### src/rtl/core/timing_hit_chi2_outlier_filter_defines.svh
// Assertion helpers shared by the timing-hit filter RTL.
`ifndef TIMING_HIT_CHI2_OUTLIER_FILTER_DEFINES_SVH
`define TIMING_HIT_CHI2_OUTLIER_FILTER_DEFINES_SVH

// Condition must never hold outside reset.
`define THCOF_ASSERT_NEVER(label, cond, msg) \
   label: assert property (@(posedge clock) disable iff (reset) !(cond)) else $error(msg);

// Consequent must hold in the same cycle as the antecedent.
`define THCOF_ASSERT_IMPLY(label, ante, cons, msg) \
   label: assert property (@(posedge clock) disable iff (reset) (ante) |-> (cons)) \
      else $error(msg);

// Consequent must hold in the cycle after the antecedent.
`define THCOF_ASSERT_NEXT(label, ante, cons, msg) \
   label: assert property (@(posedge clock) disable iff (reset) (ante) |=> (cons)) \
      else $error(msg);

`endif

### src/rtl/core/thcof_pkg.sv
package thcof_pkg;

   localparam int HITS       = 4;
   localparam int PAIRS      = 6;
   localparam int TIME_W     = 19;
   localparam int DIFF_W     = TIME_W + 1;
   localparam int SQ_W       = 2 * TIME_W;
   localparam int D_W        = SQ_W + 3;
   localparam int CMP_W      = D_W + 8;
   localparam int LIMIT_W    = 16;
   localparam int CUT_W      = 12;
   localparam int RES_W      = 10;
   localparam int RES2_W     = 2 * RES_W;
   localparam int R_W        = CUT_W + RES_W;
   localparam int LR2_W      = LIMIT_W + RES2_W;
   localparam int R2_W       = 2 * R_W;
   localparam int THR_W      = LR2_W + 2;
   localparam int THR2_W     = R2_W + 1;
   localparam int CMP2_W     = SQ_W + 16;
   localparam int PIDX_W     = 3;
   localparam int FIFO_DEPTH = 8;
   localparam int PTR_W      = 3;
   localparam int CNT_W      = 4;

   localparam logic [LIMIT_W-1:0] CHI2_LIMIT_RESET = 16'd1024;
   localparam logic [CUT_W-1:0]   DELTA_T_CUT_RESET = 12'd512;
   localparam logic [RES_W-1:0]   HIT_RESOLUTION_RESET = 10'd35;

   typedef enum logic [1:0] {
      CSR_CHI2_LIMIT     = 2'd0,
      CSR_DELTA_T_CUT    = 2'd1,
      CSR_HIT_RESOLUTION = 2'd2
   } csr_index_type;

   // Layer pairs handled by the lanes: (0,1) (0,2) (0,3) (1,2) (1,3) (2,3).
   localparam logic [1:0] PAIR_A [PAIRS] = '{2'd0, 2'd0, 2'd0, 2'd1, 2'd1, 2'd2};
   localparam logic [1:0] PAIR_B [PAIRS] = '{2'd1, 2'd2, 2'd3, 2'd2, 2'd3, 2'd3};

   typedef struct packed {
      logic       valid;
      logic [3:0] mask;
      logic [3:0] prime;
   } item_ctl_type;

   typedef struct packed {
      logic [3:0] mask;
      logic [2:0] count;
      logic [3:0] prime;
   } rsp_entry_type;

   // Lane index of the pair formed by the two set bits of a mask.
   function automatic logic [PIDX_W-1:0] pair_sel(input logic [3:0] m);
      logic [PIDX_W-1:0] p;
      case (m)
         4'b0011: p = 3'd0;
         4'b0101: p = 3'd1;
         4'b1001: p = 3'd2;
         4'b0110: p = 3'd3;
         4'b1010: p = 3'd4;
         4'b1100: p = 3'd5;
         default: p = 3'd0;
      endcase
      return p;
   endfunction

endpackage

### src/rtl/core/thcof_pair_lane.sv
module thcof_pair_lane (
   input  logic                                 clock,
   input  logic signed [thcof_pkg::TIME_W-1:0]  time_a,
   input  logic signed [thcof_pkg::TIME_W-1:0]  time_b,
   output logic        [thcof_pkg::SQ_W-1:0]    sq_ff
);

   logic signed [thcof_pkg::DIFF_W-1:0]   diff;
   logic signed [2*thcof_pkg::DIFF_W-1:0] prod;
   logic        [thcof_pkg::SQ_W-1:0]     sq_in;

   // Square of the time difference; never exceeds SQ_W bits.
   always_comb begin
      diff  = thcof_pkg::DIFF_W'(time_a) - thcof_pkg::DIFF_W'(time_b);
      prod  = diff * diff;
      sq_in = prod[thcof_pkg::SQ_W-1:0];
   end

   always_ff @(posedge clock) begin
      sq_ff <= sq_in;
   end

endmodule

### config.mk
export PLATFORM = sky130hd
export DESIGN_NAME = thcof_pair_lane
export DESIGN_NICKNAME = d
export VERILOG_FILES = /design/src/rtl/core/timing_hit_chi2_outlier_filter_defines.svh /design/src/rtl/core/thcof_pkg.sv /design/src/rtl/core/thcof_pair_lane.sv
export SDC_FILE = /design/constraint.sdc
export NUM_CORES = 1
export LEC_CHECK = 0
export BUFFER_PORTS_ARGS = -buffer_cell sky130_fd_sc_hd__buf_4
export CAP_MARGIN = 25
export CORE_ASPECT_RATIO = 0.7
export CORE_UTILIZATION = 45
export CTS_BUF_LIST = sky130_fd_sc_hd__clkbuf_8
export DETAILED_ROUTE_END_ITERATION = 16
export REMOVE_ABC_BUFFERS = 1
export SLEW_MARGIN = 20
export SYNTH_ARGS = -nofsm -noshare
export SYNTH_HDL_FRONTEND = slang
export SYNTH_SLANG_ARGS = --single-unit
### constraint.sdc
create_clock -name clock -period 14.2 [get_ports clock]
set_input_delay 1.42 -clock clock [delete_from_list [all_inputs] [get_ports clock]]
set_output_delay 1.42 -clock clock [all_outputs]
set_load 0.1 [all_outputs]
### Word-level counts from Yosys, hierarchy flattened

Index checks and enable logic that the tools add are counted.
Widths: inputs -> output; s select.

| word-level totals | value |
|---|---|
| flip-flop bits (word level) | 38 |
| output and inout bits | 38 |
| word-level logic and storage cells | 3 |
| bits of input ports | 39 |

| cells by class | value |
|---|---|
| $add $sub $neg | 1 |
| multiply operators | 1 |

Operators with widths:

| operator | number |
|---|---|
| $mul 20x20->38 | 1 |
| $sub 19x19->20 | 1 |

### Logic depth before layout (Yosys ltp)

| depth | value |
|---|---|
| depth in word-level cells | 2 |
| mapped depth | 38 |
| gate-level depth less buffers | 37 |

### Worst setup path after synthesis

No wires, ideal clock.

| timing | value |
|---|---|
| kind | input to register |
| start | input port time_a[0] (netlist name) |
| end | register sq_ff[37] (netlist name) |
| library setup time | 0.072 ns |
| slack | 4.945 ns |
| required time | 14.128 ns |
| cell stages on the path | 35 |
| buffers on the path | 1 |
| data arrival time | 9.183 ns |
| cell sequence | inv_1 -> ha_1 -> inv_1 -> fa_1 -> a21o_1 -> a21oi_1 -> nor2b_1 -> o21ai_0 -> nor2b_1 -> o21ai_0 -> nand2b_1 -> xor2_1 -> clkbuf_1 -> nand2_1 -> fa_1 -> inv_1 -> fa_1 -> inv_1 -> fa_1 -> inv_1 -> fa_1 -> inv_1 -> fa_1 -> inv_1 -> fa_1 -> fa_1 -> ha_1 -> nand4_1 -> a2111oi_2 -> a21boi_2 -> a211o_1 -> nand3_1 -> o211ai_1 -> o21ai_0 -> xor2_1 |

| between the ends | value |
|---|---|
| cells in the longest elaborated chain, start to end | 2 |

Ends and longest elaborated chain:

| element | line | source |
|---|---|---|
| from (decl) | thcof_pair_lane.sv:3 | `input logic signed [thcof_pkg::TIME_W-1:0] time_a,` |
| $sub 19x19->20 | thcof_pair_lane.sv:14 | `diff = thcof_pkg::DIFF_W'(time_a) - thcof_pkg::DIFF_W'(time_b);` |
| $mul 20x20->38 | thcof_pair_lane.sv:15 | `prod = diff * diff;` |
| net prod, one bit | thcof_pair_lane.sv:9 | `logic signed [2*thcof_pkg::DIFF_W-1:0] prod;` |
| to (signal assigned) | thcof_pair_lane.sv:20 | `sq_ff <= sq_in;` |
| to (decl) | thcof_pair_lane.sv:5 | `output logic [thcof_pkg::SQ_W-1:0] sq_ff` |

The timed path passes the listed nets, and every way through them passes these cells.

### Worst setup path in the final report

Ends and elaborated chain as after synthesis.

==> impl_metrics.tcl <==
set metrics [dict create \
    final_cell_mix "inv_1 (474), fa_1 (368), nand2_1 (132), nor2_1 (129), ha_1 (120)" \
    crit_path_top_delay_cell "xor2_2" \
    fillers 2956 \
    fmax_ghz 0.09528 \
    critPathBufInv 9 \
    synth_top_area_share_pct 50.31 \
    die_w_um 217.6 \
    rsz0062_at_grt "no" \
    max_stage_delay_ps 530 \
    hp-start "time_b[0]" \
    whs_endpoint "sq_ff[2]$_DFF_P_" \
    ant_nets 0 \
    timing.critical_path.from_type "input port" \
    tns_ps 0 \
    grt_max_degree 25 \
    fin_util_pct 50.02 \
    postCtsSetupRepairBufs 0 \
    fin_crit_sh_pct 73.91 \
    initial_core_util_pct 46.41 \
    area_growth_pct 7.767 \
    path_max_fanout 15 \
    multi_input_area_mm2 0.01195 \
    wl_per_cell_um 17.87 \
    grt_pass1_vias 11170 \
    synth_flop_cell "dfxtp_1" \
    regMostFlops "sq_ff" \
    post-route-min-period_ps 10500 \
    path_class "input port to flip-flop" \
    hold_viol_final 0 \
    rows 54 \
    status "completed" \
    cp.required_ps 14410 \
    synth_edf_count 0 \
    ff_latch_area_um2 740.7 \
    worstHoldPathType "input port to flip-flop" \
    crit_family "adder cells" \
    final_common_cell "inv_1" \
    cts_sinks 37 \
    wl_um 37010 \
    holdPathStages 4 \
    nets 2177 \
    synth_largest_area_cell "fa_1" \
    drv_cap 0 \
    avgViaCountPerCell 4.967 \
    maxSlewViolCount 0 \
    netlist_instances 1587 \
    antenna_found_initial 0 \
    largest_reg_flops 37 \
    pin_count 77 \
    cts_buffers 5 \
    cts_resized 0 \
    core_mm2 0.03155 \
    avgSynthCellArea_um2 9.228 \
    tritoncts "done" \
    htree_levels 2 \
    drive_above_1_share_pct 7.874 \
    netlist_area_mm2 0.01464 \
    worstMarginPinSlew_ps 801.3 \
    largest_registers "sq_ff x37" \
    grt_overflow 0 \
    die_area_mm2 0.03328 \
    setup_viol 0 \
    drt_iter0_markers 579 \
    endpoint_kind "flip-flop" \
    place.gp.congestion 0.9615 \
    ys_seq_area_share_pct 5.058 \
    io_buffer_count 75 \
    cts_root_buffer "clkbuf_8" \
    clkTransAtPathRegs_ps 90 \
    postCtsHoldBufs 0 \
    synth_cell_types 65 \
    cts_max_path_buffers 2 \
    ys.warnings.count 0 \
    grt_pass1_wl_um 60900 \
    yosys-top-cells-area "fa_1 (50%), inv_1 (12%), ha_1 (10%)" \
    drt_pass1_iterations 7 \
    drc_errors 0 \
    die_h_um 152.9 \
    grtUsageTotal_pct 23.90 \
    antenna_cells 0 \
    vias 10290 \
    dp_hpwl_um 31500 \
    slew_headroom_pct 46.52 \
    async_flop_share_pct 0 \
    ys_ff_latch 37 \
    critical_path_arrival_ps 10700 \
]
[cells in the mapped netlist (2+ instances only)]
library cell  count
o211ai_1          5
inv_2             5
a31o_2            4
and3_1            6
and2_1           19
nor2b_1           5
a211oi_1          2
a21boi_0          2
nand4_1           6
dfxtp_1          37
or3_1             4
a21oi_2           4
clkbuf_1         17
nor3b_1           3
inv_1           474
a211oi_2          2
ha_1            120
o211ai_2          2
o21ai_0          22
o21a_1            9
nor2_1          129
a211o_1           4
xor2_1           19
buf_2            15
o21bai_1          8
nand2_1         132
xnor2_1          44
a21o_1           19
nor3_1            9
nand3_1           6
fa_1            368
a21oi_1          40
o21ai_1           6
buf_4             2
nand2b_1          6
xor2_2            3
[worst max-delay path by stage]
stage	startpoint	endpoint	slack (ps)	depth (start not counted)
6_report	time_a[0]	sq_ff[37]$_DFF_P_	3700	36
5_1_grt	time_a[0]	sq_ff[37]$_DFF_P_	3290	36
4_1_cts	time_a[0]	sq_ff[37]$_DFF_P_	3760	36
3_5_place_dp	time_a[0]	sq_ff[37]$_DFF_P_	3430	36
3_3_place_gp	time_a[0]	sq_ff[37]$_DFF_P_	3770	37
2_1_floorplan	time_a[0]	sq_ff[24]$_DFF_P_	4580	32
[tightest hold or removal path: stages]
cell,delay [ps]
buf_4,80
ha_1,110
buf_4,290
and2_1,200
[layout make-up]
class | count | share of cell area (%)
Multi-Input combinational cell | 1036 | 75.72
Inverter | 480 | 11.43
Sequential cell | 37 | 4.694
Timing Repair Buffer | 90 | 4.281
Tap cell | 420 | 3.330
Clock buffer | 5 | 0.4361
Clock inverter | 3 | 0.1110
[kinds of logic (layout without fill, tap and decap cells)]
logic type      Yosys count  in the layout  synth area share, %
flops                    37             37                5.058
fa+ha+maj               488            488                60.56
compound gates          145            145                6.878
buf+inv                 514            578                13.37
xor+xnor                 67             67                4.212
simple gates            335            335                9.894
other cells               1              1              0.02561
[stage by stage]
stage               hold slack (ps)  std cells  area (um^2)  setup WS (ps)
floorplan                      1977       1553        14490           4580
global placement               1916       2063        15700           3769
detailed placement             1917       2063        15700           3429
CTS                            1794       2071        15780           3758
global route                   1850       2071        15780           3286
finish                         1828       2071        15780           3705
[routing by layer]
layer  share of wire, %  track usage (%)  vias up
li1                   -                -     4757
met1                 49            36.88     5091
met2                 40            33.32      409
met3                 10            7.085       30
met4                1.1            3.588        0
met5                  0                0        -
Power is left out: the tool's default activity adds up to more than one toggle a clock period on the data nets, which glitch-free logic cannot reach.
