[src/rtl/core/timing_hit_chi2_outlier_filter_defines.svh]
// Assertion helpers shared by the timing-hit filter RTL.
`ifndef TIMING_HIT_CHI2_OUTLIER_FILTER_DEFINES_SVH
`define TIMING_HIT_CHI2_OUTLIER_FILTER_DEFINES_SVH

// Condition must never hold outside reset.
`define THCOF_ASSERT_NEVER(label, cond, msg) \
   label: assert property (@(posedge clock) disable iff (reset) !(cond)) else $error(msg);

// Consequent must hold in the same cycle as the antecedent.
`define THCOF_ASSERT_IMPLY(label, ante, cons, msg) \
   label: assert property (@(posedge clock) disable iff (reset) (ante) |-> (cons)) \
      else $error(msg);

// Consequent must hold in the cycle after the antecedent.
`define THCOF_ASSERT_NEXT(label, ante, cons, msg) \
   label: assert property (@(posedge clock) disable iff (reset) (ante) |=> (cons)) \
      else $error(msg);

`endif

[src/rtl/core/thcof_pkg.sv]
package thcof_pkg;

   localparam int HITS       = 4;
   localparam int PAIRS      = 6;
   localparam int TIME_W     = 19;
   localparam int DIFF_W     = TIME_W + 1;
   localparam int SQ_W       = 2 * TIME_W;
   localparam int D_W        = SQ_W + 3;
   localparam int CMP_W      = D_W + 8;
   localparam int LIMIT_W    = 16;
   localparam int CUT_W      = 12;
   localparam int RES_W      = 10;
   localparam int RES2_W     = 2 * RES_W;
   localparam int R_W        = CUT_W + RES_W;
   localparam int LR2_W      = LIMIT_W + RES2_W;
   localparam int R2_W       = 2 * R_W;
   localparam int THR_W      = LR2_W + 2;
   localparam int THR2_W     = R2_W + 1;
   localparam int CMP2_W     = SQ_W + 16;
   localparam int PIDX_W     = 3;
   localparam int FIFO_DEPTH = 8;
   localparam int PTR_W      = 3;
   localparam int CNT_W      = 4;

   localparam logic [LIMIT_W-1:0] CHI2_LIMIT_RESET = 16'd1024;
   localparam logic [CUT_W-1:0]   DELTA_T_CUT_RESET = 12'd512;
   localparam logic [RES_W-1:0]   HIT_RESOLUTION_RESET = 10'd35;

   typedef enum logic [1:0] {
      CSR_CHI2_LIMIT     = 2'd0,
      CSR_DELTA_T_CUT    = 2'd1,
      CSR_HIT_RESOLUTION = 2'd2
   } csr_index_type;

   // Layer pairs handled by the lanes: (0,1) (0,2) (0,3) (1,2) (1,3) (2,3).
   localparam logic [1:0] PAIR_A [PAIRS] = '{2'd0, 2'd0, 2'd0, 2'd1, 2'd1, 2'd2};
   localparam logic [1:0] PAIR_B [PAIRS] = '{2'd1, 2'd2, 2'd3, 2'd2, 2'd3, 2'd3};

   typedef struct packed {
      logic       valid;
      logic [3:0] mask;
      logic [3:0] prime;
   } item_ctl_type;

   typedef struct packed {
      logic [3:0] mask;
      logic [2:0] count;
      logic [3:0] prime;
   } rsp_entry_type;

   // Lane index of the pair formed by the two set bits of a mask.
   function automatic logic [PIDX_W-1:0] pair_sel(input logic [3:0] m);
      logic [PIDX_W-1:0] p;
      case (m)
         4'b0011: p = 3'd0;
         4'b0101: p = 3'd1;
         4'b1001: p = 3'd2;
         4'b0110: p = 3'd3;
         4'b1010: p = 3'd4;
         4'b1100: p = 3'd5;
         default: p = 3'd0;
      endcase
      return p;
   endfunction

endpackage

[src/rtl/core/thcof_select.sv]
module thcof_select (
   input  logic                              clock,
   input  logic                              reset,
   input  thcof_pkg::item_ctl_type           ctl,
   input  logic [thcof_pkg::SQ_W-1:0]        sq [thcof_pkg::PAIRS],
   input  logic [thcof_pkg::LR2_W-1:0]       lim_res2,
   input  logic [thcof_pkg::R2_W-1:0]        r2,
   output thcof_pkg::item_ctl_type           res_ff
);

   // Stage one: subset spreads and thresholds.
   thcof_pkg::item_ctl_type           t1_ctl_ff, t1_ctl_in;
   logic [thcof_pkg::SQ_W-1:0]        t1_sq_ff [thcof_pkg::PAIRS];
   logic [thcof_pkg::D_W-1:0]         t1_d3_ff [thcof_pkg::HITS];
   logic [thcof_pkg::D_W-1:0]         t1_d3_in [thcof_pkg::HITS];
   logic [thcof_pkg::D_W-1:0]         t1_d4_ff, t1_d4_in;
   logic [thcof_pkg::THR_W-1:0]       t1_thr3_ff, t1_thr3_in, t1_thr4_ff, t1_thr4_in;
   logic [thcof_pkg::THR2_W-1:0]      t1_thr2_ff, t1_thr2_in;

   // Stage two: full-set test and first removal.
   thcof_pkg::item_ctl_type           t2_ctl_ff;
   logic [2:0]                        t2_n_ff, t2_n_in;
   logic                              t2_ok4_ff, t2_ok4_in;
   logic [3:0]                        t2_m3_ff, t2_m3_in;
   logic [thcof_pkg::D_W-1:0]         t2_d3_ff, t2_d3_in;
   logic [thcof_pkg::SQ_W-1:0]        t2_sq_ff [thcof_pkg::PAIRS];
   logic [thcof_pkg::THR_W-1:0]       t2_thr3_ff;
   logic [thcof_pkg::THR2_W-1:0]      t2_thr2_ff;
   logic [1:0]                        best4, rm;
   logic [thcof_pkg::D_W-1:0]         best4_d;

   // Stage three: three-hit test and second removal.
   thcof_pkg::item_ctl_type           t3_ctl_ff;
   logic [3:0]                        t3_final_ff, t3_final_in;
   logic                              t3_need_dt_ff, t3_need_dt_in;
   logic [3:0]                        t3_m2_ff, t3_m2_in;
   logic [thcof_pkg::SQ_W-1:0]        t3_sq2_ff, t3_sq2_in;
   logic [thcof_pkg::THR2_W-1:0]      t3_thr2_ff;
   logic                              ok3, found;
   logic [3:0]                        best_m2, cand;
   logic [thcof_pkg::SQ_W-1:0]        best_sq;

   // Stage four: two-hit test.
   thcof_pkg::item_ctl_type           res_in;
   logic                              dok;

   always_comb begin
      t1_ctl_in = ctl;
      t1_d4_in  = '0;
      for (int i = 0; i < thcof_pkg::HITS; i++) begin
         t1_d3_in[i] = '0;
      end
      for (int p = 0; p < thcof_pkg::PAIRS; p++) begin
         t1_d4_in = t1_d4_in + thcof_pkg::D_W'(sq[p]);
         for (int i = 0; i < thcof_pkg::HITS; i++) begin
            if (thcof_pkg::PAIR_A[p] != 2'(i) && thcof_pkg::PAIR_B[p] != 2'(i)) begin
               t1_d3_in[i] = t1_d3_in[i] + thcof_pkg::D_W'(sq[p]);
            end
         end
      end
      t1_thr3_in = thcof_pkg::THR_W'({lim_res2, 1'b0}) + thcof_pkg::THR_W'(lim_res2);
      t1_thr4_in = {lim_res2, 2'b00};
      t1_thr2_in = {r2, 1'b0};
   end

   always_comb begin
      t2_n_in   = 3'($countones(t1_ctl_ff.mask));
      t2_ok4_in = {t1_d4_ff, 8'b0} < thcof_pkg::CMP_W'(t1_thr4_ff);
      best4     = 2'd0;
      best4_d   = t1_d3_ff[0];
      for (int i = 1; i < thcof_pkg::HITS; i++) begin
         if (t1_d3_ff[i] < best4_d) begin
            best4   = 2'(i);
            best4_d = t1_d3_ff[i];
         end
      end
      // With three hits the dropped layer is the absent one.
      rm = best4;
      if (t2_n_in != 3'd4) begin
         for (int i = 0; i < thcof_pkg::HITS; i++) begin
            if (!t1_ctl_ff.mask[i]) begin
               rm = 2'(i);
            end
         end
      end
      t2_m3_in = t1_ctl_ff.mask & ~(4'b0001 << rm);
      t2_d3_in = t1_d3_ff[rm];
   end

   always_comb begin
      ok3     = {t2_d3_ff, 8'b0} < thcof_pkg::CMP_W'(t2_thr3_ff);
      found   = 1'b0;
      best_m2 = 4'b0;
      best_sq = '0;
      cand    = 4'b0;
      for (int i = 0; i < thcof_pkg::HITS; i++) begin
         if (t2_m3_ff[i]) begin
            cand = t2_m3_ff & ~(4'b0001 << i);
            if (!found || t2_sq_ff[thcof_pkg::pair_sel(cand)] < best_sq) begin
               found   = 1'b1;
               best_m2 = cand;
               best_sq = t2_sq_ff[thcof_pkg::pair_sel(cand)];
            end
         end
      end
      t3_final_in   = t2_ctl_ff.mask;
      t3_need_dt_in = 1'b0;
      t3_m2_in      = best_m2;
      if (t2_n_ff <= 3'd1) begin
         t3_final_in = t2_ctl_ff.mask;
      end else if (t2_n_ff == 3'd2) begin
         t3_need_dt_in = 1'b1;
         t3_m2_in      = t2_ctl_ff.mask;
      end else if (t2_n_ff == 3'd4 && t2_ok4_ff) begin
         t3_final_in = t2_ctl_ff.mask;
      end else if (ok3) begin
         t3_final_in = t2_m3_ff;
      end else begin
         t3_need_dt_in = 1'b1;
      end
      t3_sq2_in = t2_sq_ff[thcof_pkg::pair_sel(t3_m2_in)];
   end

   always_comb begin
      dok          = {t3_sq2_ff, 16'b0} < thcof_pkg::CMP2_W'(t3_thr2_ff);
      res_in.valid = t3_ctl_ff.valid;
      res_in.mask  = t3_need_dt_ff ? (dok ? t3_m2_ff : 4'b0) : t3_final_ff;
      res_in.prime = res_in.mask & t3_ctl_ff.prime;
   end

   always_ff @(posedge clock) begin
      if (reset) begin
         t1_ctl_ff.valid <= 1'b0;
         t2_ctl_ff.valid <= 1'b0;
         t3_ctl_ff.valid <= 1'b0;
         res_ff.valid    <= 1'b0;
      end else begin
         t1_ctl_ff.valid <= t1_ctl_in.valid;
         t2_ctl_ff.valid <= t1_ctl_ff.valid;
         t3_ctl_ff.valid <= t2_ctl_ff.valid;
         res_ff.valid    <= res_in.valid;
      end

      t1_ctl_ff.mask  <= t1_ctl_in.mask;
      t1_ctl_ff.prime <= t1_ctl_in.prime;
      t1_sq_ff        <= sq;
      t1_d3_ff        <= t1_d3_in;
      t1_d4_ff        <= t1_d4_in;
      t1_thr3_ff      <= t1_thr3_in;
      t1_thr4_ff      <= t1_thr4_in;
      t1_thr2_ff      <= t1_thr2_in;

      t2_ctl_ff.mask  <= t1_ctl_ff.mask;
      t2_ctl_ff.prime <= t1_ctl_ff.prime;
      t2_n_ff         <= t2_n_in;
      t2_ok4_ff       <= t2_ok4_in;
      t2_m3_ff        <= t2_m3_in;
      t2_d3_ff        <= t2_d3_in;
      t2_sq_ff        <= t1_sq_ff;
      t2_thr3_ff      <= t1_thr3_ff;
      t2_thr2_ff      <= t1_thr2_ff;

      t3_ctl_ff.mask  <= t2_ctl_ff.mask;
      t3_ctl_ff.prime <= t2_ctl_ff.prime;
      t3_final_ff     <= t3_final_in;
      t3_need_dt_ff   <= t3_need_dt_in;
      t3_m2_ff        <= t3_m2_in;
      t3_sq2_ff       <= t3_sq2_in;
      t3_thr2_ff      <= t2_thr2_ff;

      res_ff.mask     <= res_in.mask;
      res_ff.prime    <= res_in.prime;
   end

endmodule

[config.mk]
export PLATFORM = sky130hd
export DESIGN_NAME = thcof_select
export DESIGN_NICKNAME = d
export VERILOG_FILES = /design/src/rtl/core/timing_hit_chi2_outlier_filter_defines.svh /design/src/rtl/core/thcof_pkg.sv /design/src/rtl/core/thcof_select.sv
export SDC_FILE = /design/constraint.sdc
export NUM_CORES = 2
export LEC_CHECK = 0
export BUFFER_PORTS_ARGS = -buffer_cell sky130_fd_sc_hd__buf_4
export CAP_MARGIN = 30
export CORE_UTILIZATION = 25
export DETAILED_ROUTE_END_ITERATION = 7
export GPL_ROUTABILITY_DRIVEN = 0
export GPL_TIMING_DRIVEN = 1
export HOLD_SLACK_MARGIN = 0.1
export PLACE_DENSITY = 0.39
export SETUP_SLACK_MARGIN = 0.05
export SYNTH_ARGS = -nofsm -noshare
export SYNTH_HDL_FRONTEND = slang
export SYNTH_SLANG_ARGS = --single-unit
[constraint.sdc]
create_clock -name clock -period 14.35 [get_ports clock]
set_input_delay 2.87 -clock clock [delete_from_list [all_inputs] [get_ports clock]]
set_output_delay 2.87 -clock clock [all_outputs]
set_load 0.01 [all_outputs]
-- After elaboration in Yosys (flattened, before gate mapping)
Cells that the tools add are included.
- logic and storage cells: 188
- flip-flop bits (word level): 1029
- bits of input ports: 319
- output and inout port bits: 9
- add/subtract/negate cells: 16
- bitwise logic cells: 11
- shifts and indexed selects: 1
- reductions and logical operators: 7
- equal/unequal tests: 18
- $lt $le $gt $ge: 18
- muxes and demuxes: 75
- operators by type and width (cell ; count):
    38-bit binary-select mux with 3-bit select ; 7
    38-bit two-way mux ; 19
    39-bit by 38-bit adder with 40-bit output ; 5
    38-bit by 38-bit adder with 39-bit output ; 4
    38-bit < comparator ; 3
    49-bit by 38-bit < comparator with 1-bit output ; 2
    41-bit by 38-bit adder with 41-bit output ; 2
    41-bit binary-select mux with 2-bit select ; 1
    40-bit by 41-bit < comparator with 1-bit output ; 2
    41-bit two-way mux ; 2
    40-bit two-way mux ; 2
    4-bit two-way mux ; 15
    54-bit by 45-bit < comparator with 1-bit output ; 1
    40-bit by 38-bit adder with 41-bit output ; 1
    40-bit < comparator ; 1
    37-bit by 36-bit adder with 38-bit output ; 1
    4-bit greater-or-equal comparator, second input constant ; 7
    3-bit NOT with 4-bit output ; 7
    3-bit == test, second input constant ; 9
    3-bit two-way mux ; 8
    3-bit case mux with 3 select lines ; 2
    3-bit case mux with 5 select lines ; 1
    2-bit two-way mux ; 7
    4-bit == test, second input constant ; 3
    17 further kinds ; 34

-- Longest topological paths before layout
- word-level depth: 40
- mapped depth: 51
- gate-level depth less buffers: 43

-- Worst setup path after synthesis
Ideal clock, no wire load.
- path kind: register to register
- start: register t2_m3_ff[1]
- end: register t3_sq2_ff[31] (netlist bit)
- period minus slack after synthesis: 10.195 ns
- buffers on the path: 8
- data required time: 14.216 ns
- path slack: 4.155 ns
- data arrival time: 10.062 ns
- stages on the path, launching flop included: 47
- setup time: 0.134 ns
- cell sequence: dfxtp_1 buf_2 buf_1 clkbuf_1 mux2i_1 o21ai_0 a222oi_1 nor2_1 inv_1 ha_1 nand4_1 nor4_1 o211ai_1 a31oi_1 o311ai_2 nand2_1 clkbuf_1 clkbuf_1 [11 not listed] nand2_1 o21ai_0 ha_1 a21o_1 a21o_1 a2111oi_0 o21ai_0 a31oi_1 nand2_1 nor4b_1 nand4_1 a32oi_2 and4b_1 buf_2 nor2_2 buf_2 a311oi_1 o22ai_1
- cells in the longest elaborated chain, start to end: 28
- elaborated cells between the ends (all ways): 67
- those cells by class: order compare (3); eq/ne (12); mux (42); bitwise (5); reduce/logical (5)
- ends and longest elaborated chain (item ; line ; text):
    start: declaration ; thcof_select.sv:24 ; logic [3:0] t2_m3_ff, t2_m3_in;
    start signal: assignment ; thcof_select.sv:157 ; t2_m3_ff <= t2_m3_in;
    3-bit == test or 3-bit by 2-bit == test with 1-bit output (tied branches) ; - ;
    3-bit case mux with 3 select lines ; thcof_pkg.sv:54 ; case (m)
    3-bit two-way mux ; - ;
    3-bit NOT with 4-bit output (implied by the code) ; thcof_select.sv:102 ; best_sq = t2_sq_ff[thcof_pkg::pair_sel(cand)];
    38-bit binary-select mux with 3-bit select ; thcof_select.sv:102 ;
    38-bit two-way mux (implied by the code) (2 in series) ; thcof_select.sv:102 ;
    38-bit two-way mux ; thcof_select.sv:97 ; if (t2_m3_ff[i]) begin
    38-bit < comparator ; thcof_select.sv:99 ; if (!found || t2_sq_ff[thcof_pkg::pair_sel(cand)] < best_sq) begin
    [11 not listed] ; - ;
    4-bit two-way mux ; thcof_select.sv:111 ; end else if (t2_n_ff == 3'd2) begin
    4-bit two-way mux (*) ; thcof_select.sv:109 ; if (t2_n_ff <= 3'd1) begin
    4-bit == test or 4-bit by 3-bit == test with 1-bit output (tied branches) ; thcof_pkg.sv:54 ;
    3-bit case mux with 5 select lines (*) ; thcof_pkg.sv:54 ;
    3-bit NOT with 4-bit output (implied by the code) (*) ; thcof_select.sv:121 ; t3_sq2_in = t2_sq_ff[thcof_pkg::pair_sel(t3_m2_in)];
    38-bit binary-select mux with 3-bit select (*) ; thcof_select.sv:121 ;
    38-bit two-way mux (implied by the code) (*) (2 in series) ; thcof_select.sv:121 ;
    via t3_sq2_in (one bit) ; thcof_select.sv:37 ; logic [thcof_pkg::SQ_W-1:0] t3_sq2_ff, t3_sq2_in;
    end signal: assignment ; thcof_select.sv:168 ; t3_sq2_ff <= t3_sq2_in;
    end: declaration ; thcof_select.sv:37 ;
The timed path passes the listed nets; every way through them passes the cells marked *. The select of a mux whose other input is x is not followed.
A chain may end at the register's enable or synchronous reset.

-- Final worst setup path
- start: register t2_m3_ff[2]
- end: register t3_sq2_ff[31] (netlist bit)
Same word-level chain as after synthesis.

==> impl_summary.md <==
Clock network
The worst-skew pair later-pin latency is between 0.7 and 0.8 ns. Buffers inserted during clock tree synthesis total ~120. The number of setup buffers added after CTS is 0. The CTS tree is yes. The number of clock sinks seen by CTS is 1,027.

CTS built an H-tree with a depth of 3. The number of hold buffers added after CTS is 0. The clock passes through at most 3 buffers.

The tree is rooted in a sky130_fd_sc_hd__clkbuf_16. Clock-pin slew was measured on the worst setup and hold paths at approximately 0.060 ns. The post-cts repair resize count is 0.

Detailed routing
In this run, the number of DRC markers left after iteration 0 of detailed routing was about 3,400. Using the TritonRoute via totals, the vias-per-cell ratio works out to ~4.9. The length of routed wiring on met1 is 97,300 um.

The first detailed-routing pass ran for 8 iterations. The routed layout has roughly 44,000 vias. After detailed routing, the total wire length is approximately 220,000 um. The top metal layer carrying routed signals is met4. Once detail routing completed, the nets flagged for antenna violations numbered 0. After detailed routing, the number of remaining DRC violations is 5. After detailed routing, the average wire length per cell comes to 24.6 um.

Wire segments on met2 add up to between 90,000 and 100,000 um in the final route. In the detailed route, the total length drawn on met3 is around 12,000 um.

Yosys
The largest total area in the synthesized netlist belongs to sky130_fd_sc_hd__dfxtp_1. The total of warnings raised by yosys is 0. In this run, synthesis inferred 0 flip-flops with an integrated enable. The most common flop cell mapped by yosys is sky130_fd_sc_hd__dfxtp_1. In this run the cell area of the synthesized design comes to roughly 55,000 um2. Of the post-synthesis cell area, the dominant cell type holds between 30% and 40%. The sequential-to-total area share from yosys stat is between 30% and 40%. After synthesis, the cell types taking the most area are sky130_fd_sc_hd__dfxtp_1 (38%), sky130_fd_sc_hd__ha_1 (13%), sky130_fd_sc_hd__fa_1 (7.2%), sky130_fd_sc_hd__a21oi_1 (3.8%), sky130_fd_sc_hd__o21ai_0 (3.6%). The number of flip-flops and latches in the synthesized netlist is just over 1,000. Dividing the synthesized area by the synthesized cell count gives roughly 9.6 um2. Counting flops with an async set or reset pin after synthesis yields a share of 0%. The net count of the mapped netlist is just under 7,000. The number of distinct library cells after synthesis is 85.

The synthesized instance count is roughly 5,700.

Timing
Setup repair after global routing left no endpoint under its margin. The peak clock frequency supported by timing is between 70 and 80 MHz. Measured against its own limit, the worst slew margin works out to ~33%.

Between clock sinks in the finished design, the worst skew comes to roughly 0.042 ns. The total negative slack for setup checks is 0 ns. The final count of hold timing violations is 0. The worst-case setup margin in the final layout is around 1.5 ns.

The number of pins with negative max-slew slack in the final report came to 0. The final clock period utilization by the worst path is 89.4%. The worst hold slack across all endpoints is between 0.3 and 0.4 ns. The number of endpoints failing setup at the final stage is 0. The clock period minus final worst setup slack is approximately 13 ns. At the pin with the least slew margin, the transition time is between 0.9 and 1 ns.

Job
The number of max-cap violations is 0.

Floorplanning
The effective utilization at floorplan is about 25%. ~330 I/O pins were placed. The total area inside the core boundary comes to 218,000 um2. The area of the die is between 200,000 and 250,000 um2. The die outline width is approximately 470 um. The floorplan die height is 470 um. In this run the core area contains between 150 and 200 standard-cell rows.

Critical path
In this run the worst path has a maximum fanout of 92. The worst setup path is captured at a flip-flop. The slowest stage of the critical path belongs to the cell sky130_fd_sc_hd__nor4_1.

Among the stages of the critical path, the cell type that occurs most often is sky130_fd_sc_hd__a21o_1. Data arrives at the worst endpoint at between 10 and 15 ns. The worst flop-to-flop path startpoint is t2_m3_ff[2]$_DFF_P_.

The kind of cell adding the most delay to the critical path is simple AND/OR/NAND/NOR gates. The total buffers and inverters traversed by the critical path is 4. The category of the critical setup timing path is flip-flop to flip-flop. On the worst path, the slowest cell contributes a delay of approximately 0.65 ns. The worst setup path is launched from a flip-flop. At the worst endpoint, the required time is between 15 and 20 ns. The most critical setup path has its startpoint at t2_m3_ff[2]$_DFF_P_.

Final layout
The layout cell share with drive strength beyond 1 is 11.4%. The final core utilization is 29.9%. The area growth from synthesis to final layout is 18.8%. The layout filler cell count is ~22,000. At the end of the flow, the number of nets in the layout was approximately 7,000.

Global route
The number of global-route vias before repair is approximately 44,000. Entering global routing, the biggest net connects 93 pins. Global routing consumed, over all layers together, between 15 and 20% of the routing resources. Global routing finished with a remaining overflow of 0.

The initial antenna violation count was 22. The first global-routing pass estimated about 310,000 um of wire.

Place
The number of input and output port buffers inserted is between 300 and 400. Detailed placement finished with a half-perimeter wire length of around 180,000 um. Timing analysis after detailed placement gives a worst setup slack of ~1.6 ns.

Power
Of the total power, the share spent switching nets is 40.7%. The clock network fraction of total power is 24.4%. The design draws around 14 mW. Power spread over the standard cell area amounts to 209 nW/um2. In this run the static leakage power is between 20 and 30 nW.

Cell internal power was estimated by the tool at approximately 8.1 mW. The worst IR drop on VDD is 0.000103 V. Per report_power, the combinational group accounts for a little under half of the total.

For this design the total switching power over the nets is about 5.5 mW. Sequential cells burn 28.2% of the power.

Status
The final reports fail on design-rule violations. The run finished, with violations left.

Hold path
The worst hold path belongs to the class flip-flop to flip-flop. The startpoint of the worst hold path is t1_sq_ff[88]$_DFF_P_.
[routing by layer]
metal / up-vias / track usage [%]
li1: 20929 / -
met1: 21212 / 25.4
met2: 1475 / 31.0
met3: 405 / 3.01
met4: 0 / 11.0
met5: - / 0
[cells in the final DEF (no fill, tap or decap), drive strengths merged, types with 26 or more instances in the layout]
| master | n |
|---|---|
| a211oi | 41 |
| a21o | 179 |
| a21oi | 416 |
| a221oi | 28 |
| a222oi | 27 |
| a311oi | 42 |
| and2 | 55 |
| and3 | 30 |
| buf | 386 |
| clkbuf | 148 |
| clkinv | 27 |
| dfxtp | 1027 |
| fa | 197 |
| ha | 586 |
| inv | 483 |
| mux2i | 125 |
| mux4 | 41 |
| nand2 | 399 |
| nand2b | 64 |
| nand3 | 53 |
| nand4 | 66 |
| nor2 | 370 |
| nor2b | 70 |
| nor3 | 74 |
| o211ai | 32 |
| o21a | 59 |
| o21ai | 396 |
| o21bai | 65 |
| o221ai | 26 |
| o22a | 57 |
| o22ai | 69 |
| xnor2 | 168 |
| xor2 | 60 |
[worst reg2reg max path: cells and delay by family (launching register included)]
| family | cells | cell delay [ns] |
|---|---|---|
| fa+ha+maj | 3 | 0.98 |
| compound gates | 18 | 4.09 |
| flops | 1 | 0.35 |
| buf+inv | 4 | 1.62 |
| simple gates | 15 | 5.30 |
| mux | 1 | 0.42 |
[final cells by class]
cell class	instances	area (um2)	share of cell area, %
clock buffer	148	3260	5.00
multi-input combinational	4036	31800	48.9
sequential	1027	20600	31.6
tap	2854	3570	5.48
timing repair buffer	387	3020	4.64
clock inverter	71	1070	1.64
inverter	473	1780	2.73
antenna	13	32.5	0.0500
[synth_stat cells, drive strengths merged, types with 9 or more instances]
master,number
a21boi,9
nand2,399
mux2,14
fa,197
o21a,59
nand3,53
or3,24
nor2,370
o21ai,396
a211oi,41
a221oi,28
and2,55
dfxtp,1027
a31oi,25
nor4,20
nor3,74
o21bai,65
a222oi,27
o22ai,69
clkbuf,138
mux4,41
nand4,66
xnor2,168
a21o,179
o2111ai,9
ha,586
a21oi,416
a211o,12
o22a,57
nor2b,70
a311oi,42
inv,473
a2111oi,11
and3,30
buf,57
nand2b,64
o221ai,26
xor2,60
mux2i,125
o211ai,32
[per-stage QoR]
step,area (um2),instances
after detailed placement,60700,8775
after global placement,60600,8769
after global routing,65100,9003
after floorplan,54800,5731
final,65100,9009
after CTS,65000,8994
[flip-flops by register name, summed over array words and instances, names as in the netlist, 35 cells and up]
name,flops
t1_d4_ff,41
t2_thr3_ff,38
t3_thr2_ff,44
t2_d3_ff,40
t1_d3_ff,160
t3_sq2_ff,38
t1_sq_ff,228
t1_thr4_ff,35
t1_thr2_ff,44
t2_sq_ff,228
t1_thr3_ff,38
t2_thr2_ff,44
[cells by family after synthesis]
| logic type | share of synthesized area [%] |
|---|---|
| and+or+nand+nor | 10.8 |
| DFF | 37.5 |
| adders and majority gates | 20.6 |
| buffers and inverters | 4.65 |
| AOI/OAI and AO/OA | 18.6 |
| muxes | 4.25 |
| xor gates and xnor gates | 3.64 |
[power by group through the flow]
stage | Sequential (mW) | Clock, mW | Combinational, mW
global placement | 3.88 | 0 | 6.36
finish | 3.84 | 3.32 | 6.44
CTS | 3.83 | 3.43 | 6.45
floorplan | 3.66 | 0 | 4.36
global route | 3.88 | 3.53 | 7.14
detailed placement | 3.87 | 0 | 6.38
[path summary, 6_finish.rpt]
kind              cells after the start  slack (ns)                     to
hold / removal                        0        0.31   t2_sq_ff[88]$_DFF_P_
hold reg to reg                       0        0.31   t2_sq_ff[88]$_DFF_P_
setup / recovery                     41        1.52  t3_sq2_ff[31]$_DFF_P_
setup reg to reg                     41        1.52  t3_sq2_ff[31]$_DFF_P_
Power figures use the tool's default switching activity.
